$ cat config.mk
export PLATFORM = sky130hd
export DESIGN_NAME = mts_ctrl
export DESIGN_NICKNAME = d
export VERILOG_FILES = /design/src/sv/mts_pkg.sv /design/src/sv/mts_ctrl.sv
export SDC_FILE = /design/constraint.sdc
export NUM_CORES = 1
export LEC_CHECK = 0
export ABC_AREA = 1
export BUFFER_PORTS_ARGS = -buffer_cell sky130_fd_sc_hd__clkbuf_2
export CAP_MARGIN = 30
export CORE_AREA = 2 2 39 41
export CTS_CLUSTER_SIZE = 20
export DETAILED_ROUTE_END_ITERATION = 10
export DIE_AREA = 0 0 41 43
export PLACE_DENSITY_LB_ADDON = 0.1
export SYNTH_ARGS = -nofsm -noshare
export SYNTH_HDL_FRONTEND = slang
export SYNTH_SLANG_ARGS = --single-unit
$ cat constraint.sdc
create_clock -name clk -period 2.8 [get_ports clk]
set_input_delay 0.14 -clock clk [delete_from_list [all_inputs] [get_ports clk]]
set_output_delay 0.14 -clock clk [all_outputs]
set_load 0.05 [all_outputs]
$ cat src/sv/mts_pkg.sv
// ----------------------------------------------------------------------------
// mts_pkg
// Shared constants and types for the max tracking stack: sizes, error codes,
// operation codes and the controller to datapath command bundle.
// ----------------------------------------------------------------------------
package mts_pkg;

	// stack geometry
	localparam int DEPTH   = 1024;
	localparam int AW      = $clog2(DEPTH);
	localparam int CW      = $clog2(DEPTH + 1);
	localparam int DATA_W  = 32;
	localparam int DEPTH_W = 11;
	localparam int ERR_W   = 2;

	// operation codes
	localparam logic KIND_PUSH = 1'b0;
	localparam logic KIND_POP  = 1'b1;

	// error codes
	localparam logic [ERR_W-1:0] ERR_OK        = 2'd0;
	localparam logic [ERR_W-1:0] ERR_POP_EMPTY = 2'd1;
	localparam logic [ERR_W-1:0] ERR_PUSH_FULL = 2'd2;

	// commands from the controller to the datapath
	typedef struct packed {
		logic capture;  // latch the accepted item
		logic exec;     // apply push or pop, start top refill reads
		logic load;     // take refilled tops from the memories
		logic emit;     // load the output register
	} dp_cmd_t;

endpackage

$ cat src/sv/mts_ctrl.sv
// ----------------------------------------------------------------------------
// mts_ctrl
// Controller of the max tracking stack: sequences each item through execute,
// top refill and output, and owns both channel handshakes.
// ----------------------------------------------------------------------------
module mts_ctrl (
	input  logic             clk,
	input  logic             arst_n,
	input  logic             in_valid,
	output logic             in_stall,
	output logic             out_valid,
	input  logic             out_stall,
	output mts_pkg::dp_cmd_t cmd
);

	localparam logic [1:0] ST_IDLE = 2'd0;
	localparam logic [1:0] ST_EXEC = 2'd1;
	localparam logic [1:0] ST_LOAD = 2'd2;
	localparam logic [1:0] ST_EMIT = 2'd3;

	logic [1:0] state_q;
	logic [1:0] state_d;
	logic       out_valid_q;
	logic       out_free;
	logic       in_acc;

	assign in_stall  = (state_q != ST_IDLE);
	assign in_acc    = in_valid && !in_stall;
	assign out_free  = !out_valid_q || !out_stall;
	assign out_valid = out_valid_q;

	// next state and commands
	always_comb begin
		state_d     = state_q;
		cmd.capture = 1'b0;
		cmd.exec    = 1'b0;
		cmd.load    = 1'b0;
		cmd.emit    = 1'b0;
		unique case (state_q)
			ST_IDLE: begin
				if (in_acc) begin
					cmd.capture = 1'b1;
					state_d     = ST_EXEC;
				end
			end
			ST_EXEC: begin
				cmd.exec = 1'b1;
				state_d  = ST_LOAD;
			end
			ST_LOAD: begin
				cmd.load = 1'b1;
				state_d  = ST_EMIT;
			end
			ST_EMIT: begin
				// wait here until the output register can take the result
				if (out_free) begin
					cmd.emit = 1'b1;
					state_d  = ST_IDLE;
				end
			end
			default: begin
				state_d = ST_IDLE;
			end
		endcase
	end

	// state and output valid
	always_ff @(posedge clk or negedge arst_n) begin
		if (!arst_n) begin
			state_q     <= ST_IDLE;
			out_valid_q <= 1'b0;
		end else begin
			state_q <= state_d;
			if (cmd.emit) begin
				out_valid_q <= 1'b1;
			end else if (out_valid_q && !out_stall) begin
				out_valid_q <= 1'b0;
			end
		end
	end

endmodule

==> summary.txt, run 1 <==
actual slew at the worst max-slew pin -> 0.2812 ns
clock skew -> 0.0001983 ns
max layer used -> met3
initial antenna violation count -> 0
TritonCTS clock tree -> done
RSZ-0062 raised after global routing -> no
largest net degree at the start of global routing -> 5
first-pass detailed-route iteration total -> 2
Critical Path Start -> state_q[0]
Setup violations, final -> 0
Worst-Skew Late Latency -> 0.23 ns
TritonCTS Buffers -> 3
Post-Layout Cell Count -> 60
drt total wl -> 494 um
GRT Overall Usage -> 7.847%
Routed wire per std cell -> 8.233 um
H-tree depth -> 1
Top FF cell, synth -> dfrtp_1
met3 routed WL -> 24 um
launch point of the worst reg-to-reg path -> state_q[0]
root buffer cell -> clkbuf_4
sequential element share of the synthesized area -> 31.91%
Syn. warnings -> 0
I/O pins -> 10
critical path arrival -> 1.37 ns
CP endpoint kind -> output pin
via count -> 212
Final period util -> 54.10%
FFs w/ async S/R, synth -> 100.0%
row cnt -> 14
status -> finished clean
Worst Path Buf+Inv -> 3
syn_nets -> 39
f_max -> 660.1 MHz
reg2reg setup slack -> 1.69 ns
top cell type's share of synthesized area -> 31.91%
violation count after the first detailed-route iteration -> 2
Initial Util -> 17.00%
post-CTS setup buffer count -> 0
post-synthesis xor/xnor area fraction -> 0%
CP max FO -> 4
Syn Inst Count -> 30
Sink Count -> 3
WP data required -> 2.66 ns
flops & latches, synth -> 3
post-synthesis compound-gate area fraction -> 2.128%
maximum clock path buffer count -> 2
P&R area growth vs syn -> 43.08%
Avg Cell Area, Syn -> 7.841 um^2
grt ovf -> 0
Post-DRT Antenna Nets -> 0
Final #Nets -> 54
Yosys top cell by area -> dfrtp_1
final hold vios -> 0
Final min period -> 1.515 ns
mux contribution to synthesized area -> 0%
drt drc -> 0
family with the most delay on the worst path -> buffers and inverters
Post-Synth Simple-Gate Area -> 26.60%
Clock Pin Slew Worst Setup and Hold Paths -> 0.04 ns
Port Buffer Count -> 9
count of cell types in the netlist -> 8
vias per std cell -> 3.533
Netlist Area Pre-Place -> 235.2 um^2
largest family of logic cells by synthesized area -> adder cells
HP Class -> in2reg
metal2 WL -> 267 um
Die X -> 41 um
critical path cell sequence -> inv_1 -> ha_1 -> nand2_1 -> inv_1 -> clkbuf_2
dpl cells -> 55
Area contributors post-synth -> dfrtp_1 32%, ha_1 27%, inv_1 13%, nand2_1 13%, nand2_2 5.3%
min-delay src -> out_stall
Synth top cells by count -> 8 x inv_1, 8 x nand2_1, 5 x ha_1
met1 WL -> 203 um
ANT cells -> 0
max incr delay on CP -> 0.41 ns
Crit path top cell by count -> inv_1
vias in the first global route -> 224
slowest CP cell -> dfrtp_1
adder-cell area share of the yosys netlist -> 26.60%
Startpoint Class -> register
CP Class -> reg2out
Die Area -> 1763 um^2
Slew Limit Fails -> 0
fillers -> 158
setup TNS -> 0 ns
Placer Congestion -> 0.6802
core area -> 1384 um^2
share of layout cells above drive strength 1 -> 34.09%
number of flops mapped to enable cells by yosys -> 0
die height -> 43 um
Rel. slew slack -> 81.33%
first-pass GRT wire length -> 855 um
Max-cap violations -> 0
==> flip-flops by register name (all words and copies together), names as in the netlist <==
register / cells
out_valid: 1
state_q: 2
==> tightest hold or removal path, cell delays in order <==
cell and delay [ns]:
clkbuf_2 0.11, nand2_1 0.05, nand2_1 0.05
==> path summary, 6_finish.rpt <==
| check | cells after the start | to |
|---|---|---|
| max | 5 | cmd[3] |
| min | 3 | out_valid |
| max reg2reg | 6 | state_q[0] |
| min reg2reg | 2 | out_valid |
| max in group asynchronous | 2 | out_valid |
| min in group asynchronous | 2 | state_q[0] |
==> layer usage <==
metal  vias up  GRT usage, %
met5         -             0
met4         0         8.000
met3         0         3.141
met2         4         10.63
met1        92         8.414
li1        116             -
==> layout by cell type, fill, tap and decap left out, drive strengths merged <==
cell and count:
a21oi 1, clkbuf 13, dfrtp 3, dlygate4sd3 1, ha 5, inv 8
nand2 10, nand3 3
==> logic make-up (layout without fill, tap and decap cells) <==
| kind of cell | after synthesis | after routing |
|---|---|---|
| and+or+nand+nor | 13 | 13 |
| buffers and inverters | 8 | 22 |
| adders and majority gates | 5 | 5 |
| DFF | 3 | 3 |
| AOI/OAI and AO/OA | 1 | 1 |
==> what timing repair did <==
action / 4_1_cts / 5_1_grt
hold endpoints to repair: 3 / 0
hold buffers: 1 / 0
resized for setup: 0 / 0
==> area by class of cell <==
cell class                 count  area [um^2]  share of cell area [%]
inverter                       8        30.03                   8.922
multi-input combinational     19        130.1                   38.66
sequential                     3        75.07                   22.30
timing repair buffer          10        55.05                   16.36
clock buffer                   4        26.28                   7.807
tap                           16        20.02                   5.948
==> metrics by stage <==
stage               hold slack, ns  instance area [um^2]  setup slack (ns)  util, %
global placement          -0.06179                 300.3             1.564    21.70
global route                0.1712                 336.6             1.160    24.32
CTS                         0.1513                 336.6             1.261    24.32
detailed placement        -0.05816                 300.3             1.517    21.70
floorplan                  -0.1556                 235.2             1.237        -
finish                      0.1565                 336.6             1.285    24.32
Power of run 1 is left out: the tool's default activity adds up to more than one toggle a clock period on the data nets, which glitch-free logic cannot reach.
==> run 2: changes to the inputs <==
--- a/config.mk
+++ b/config.mk
@@ -5,7 +5,7 @@
 export SDC_FILE = /design/constraint.sdc
 export NUM_CORES = 1
 export LEC_CHECK = 0
-export ABC_AREA = 1
+export ABC_AREA = 0
 export BUFFER_PORTS_ARGS = -buffer_cell sky130_fd_sc_hd__clkbuf_2
 export CAP_MARGIN = 30
 export CORE_AREA = 2 2 39 41
==> constraint.sdc (replaced) <==
create_clock -name clk -period 1.3 [get_ports clk]
set_input_delay 0.065 -clock clk [delete_from_list [all_inputs] [get_ports clk]]
set_output_delay 0.065 -clock clk [all_outputs]
set_load 0.05 [all_outputs]
==> run 2 against run 1 <==
Global-route usage shrank 1.8 points. Sequential share of layout area shrank 5.2 points. Final area grew 37%. Core utilization grew 9.0 points. Non-clock buffer count grew 5. Highest routed layer unchanged. Clock skew is essentially flat. Die area is the same. Via count shrank 7.1%. Cell count shrank 10%. Area after synthesis shrank 6.9%.
==> summary.txt, run 2 <==
TritonCTS Buffers -> 3 (unchanged)
dpl cells -> 48 (-13%)
Placer Congestion -> 0.6626 (-2.6%)
RSZ-0062 raised after global routing -> yes
Core Util, Final -> 33.36% (+9.0 points)
grt ovf -> 0 (unchanged)
Port Buffer Count -> 9 (unchanged)
FFs w/ async S/R, synth -> 100.0% (unchanged)
Rel. slew slack -> 81.85% (+0.51 points)
Worst-Skew Late Latency -> 0.23 ns (about the same)
Final period util -> 98.30%
multi-input logic area -> 182.7 um^2 (+40%)
most common cell in the netlist -> ha_1
via count -> 197 (-7.1%)
final instance area -> 461.7 um^2 (+37%)
Die X -> 41 um (unchanged)
Sink Count -> 3 (unchanged)
clock skew -> 0.0005364 ns (+0.0003381 ns)
number of flops mapped to enable cells by yosys -> 0 (unchanged)
Initial Util -> 15.82% (-1.2 points)
Max-cap violations -> 0 (unchanged)
P&R area growth vs syn -> 110.9%
Post-Layout Cell Count -> 54 (-10%)
Post-DRT Antenna Nets -> 0 (unchanged)
Netlist Area Pre-Place -> 219.0 um^2 (-6.9%)
I/O pins -> 10 (unchanged)
die height -> 43 um (unchanged)
f_max -> 782.5 MHz
Syn. warnings -> 0 (unchanged)
Clock Pin Slew Worst Setup and Hold Paths -> 0.04 ns (about the same)
commonest non-fill, non-tap cell in the layout -> buf_4
CP endpoint kind -> output pin
Detail Placement HPWL -> 383.4 um
Die Area -> 1763 um^2 (unchanged)
Final min period -> 1.278 ns
syn_nets -> 28 (-28%)
initial antenna violation count -> 0 (unchanged)
Largest register FFs -> 2 (unchanged)
actual slew at the worst max-slew pin -> 0.2735 ns (-0.007756 ns)
final hold vios -> 0 (unchanged)
TritonCTS clock tree -> done
drt drc -> 0 (unchanged)
maximum clock path buffer count -> 2 (unchanged)
vias in the first global route -> 187 (-17%)
critical path arrival -> 1.21 ns (-0.16 ns)
share of layout cells above drive strength 1 -> 81.58% (+47 points)
sequential element share of the synthesized area -> 34.29% (+2.4 points)
GRT Overall Usage -> 6.000% (-1.8 points)
CP max FO -> 3 (-1)
row cnt -> 14 (unchanged)
count of cell types in the netlist -> 12 (+4)
worst hold slack -> 0.1019 ns (-0.05458 ns)
Setup violations, final -> 0 (unchanged)
Yosys top cell by area -> dfrtp_1
H-tree depth -> 1 (unchanged)
Startpoint Class -> register
core area -> 1384 um^2 (unchanged)
Final #Nets -> 48 (-11%)
largest net degree at the start of global routing -> 5 (unchanged)
drt total wl -> 518 um (+4.9%)
Syn Inst Count -> 19 (-37%)
root buffer cell -> clkbuf_4
status -> finished clean
violation count after the first detailed-route iteration -> 2 (unchanged)
Top FF cell, synth -> dfrtp_1
Biggest register -> state_q
WP data required -> 1.24 ns (-1.42 ns)
Avg Cell Area, Syn -> 11.52 um^2 (+47%)
placed inst area -> 344.1 um^2 (+15%)
top cell type's share of synthesized area -> 34.29% (+2.4 points)
ANT cells -> 0 (unchanged)
first-pass detailed-route iteration total -> 2 (unchanged)
Slew Limit Fails -> 0 (unchanged)
commonest cells after routing, fill and taps aside -> 5 x buf_4, 4 x clkbuf_2, 3 x ha_4, 3 x clkbuf_4, 3 x dfrtp_2
fillers -> 144 (-8.9%)
first-pass GRT wire length -> 669 um (-22%)
HP Class -> in2reg
vias per std cell -> 3.648 (+3.2%)
Synth top cells by count -> 5 x ha_1, 3 x dfrtp_1, 2 x inv_1
Routed wire per std cell -> 9.593 um (+17%)
Area contributors post-synth -> dfrtp_1 34%, ha_1 29%, mux2_4 6.9%, mux2i_1 4.6%, nand3_2 4.6%
Reg area -> 78.83 um^2 (+5.0%)
flops & latches, synth -> 3 (unchanged)
CP Class -> reg2out
==> run 2: cells by family (layout without fill, tap and decap cells) <==
family | Yosys count | count (layout) | synth area share (%)
flops | 3 | 3 | 34.28
compound gates | 3 | 3 | 10.86
fa+ha+maj | 5 | 5 | 28.57
buf+inv | 3 | 22 | 5.142
mux | 2 | 2 | 11.43
simple gates | 3 | 3 | 9.714
==> run 2: area by class of cell <==
type | count | area share, %
inverter | 3 | 3.523
sequential | 3 | 17.07
clock buffer | 4 | 5.691
tap | 16 | 4.336
multi-input combinational | 13 | 39.57
timing repair buffer | 15 | 29.81
==> run 2: metrics by stage <==
step                      worst slack (ns)  setup TNS (ns)
after floorplan                   0.005518               0
after global placement             0.04371               0
after detailed placement           0.03330               0
after CTS                       -0.0006797      -0.0006797
after global routing              -0.02543        -0.03681
final                              0.02205               0
==> run 2: final timing paths <==
check                           start    endpoint  slack (ns)  cells after the start
min in group asynchronous      arst_n  state_q[1]        0.16                      2
min                         out_stall   out_valid        0.10                      2
max in group asynchronous      arst_n   out_valid        1.02                      2
max reg2reg                state_q[1]  state_q[1]        0.03                      5
min reg2reg                 out_valid   out_valid        0.54                      1
max                        state_q[1]      cmd[3]        0.02                      4
==> run 2: metal layers <==
| layer | global-route usage (%) | wire length (um) |
|---|---|---|
| met2 | 8.125 | 276 |
| met5 | 0 | 0 |
| met4 | 8.000 | 0 |
| met3 | 0 | 18 |
| met1 | 6.984 | 222 |
==> run 2: what timing repair did <==
item                       CTS  global route
hold endpoints to repair     3             0
pin swaps                    2             3
gates resized for setup     11             8
setup buffers                1             0
setup endpoints to repair    4             6
hold buffers                 1             0
==> run 2: critical path: stages (launching register included) <==
cell and delay [ns]:
dfrtp_2 0.43, inv_2 0.09, ha_4 0.16, and2_4 0.14
clkbuf_16 0.15
Power of run 2 is left out for the same reason.
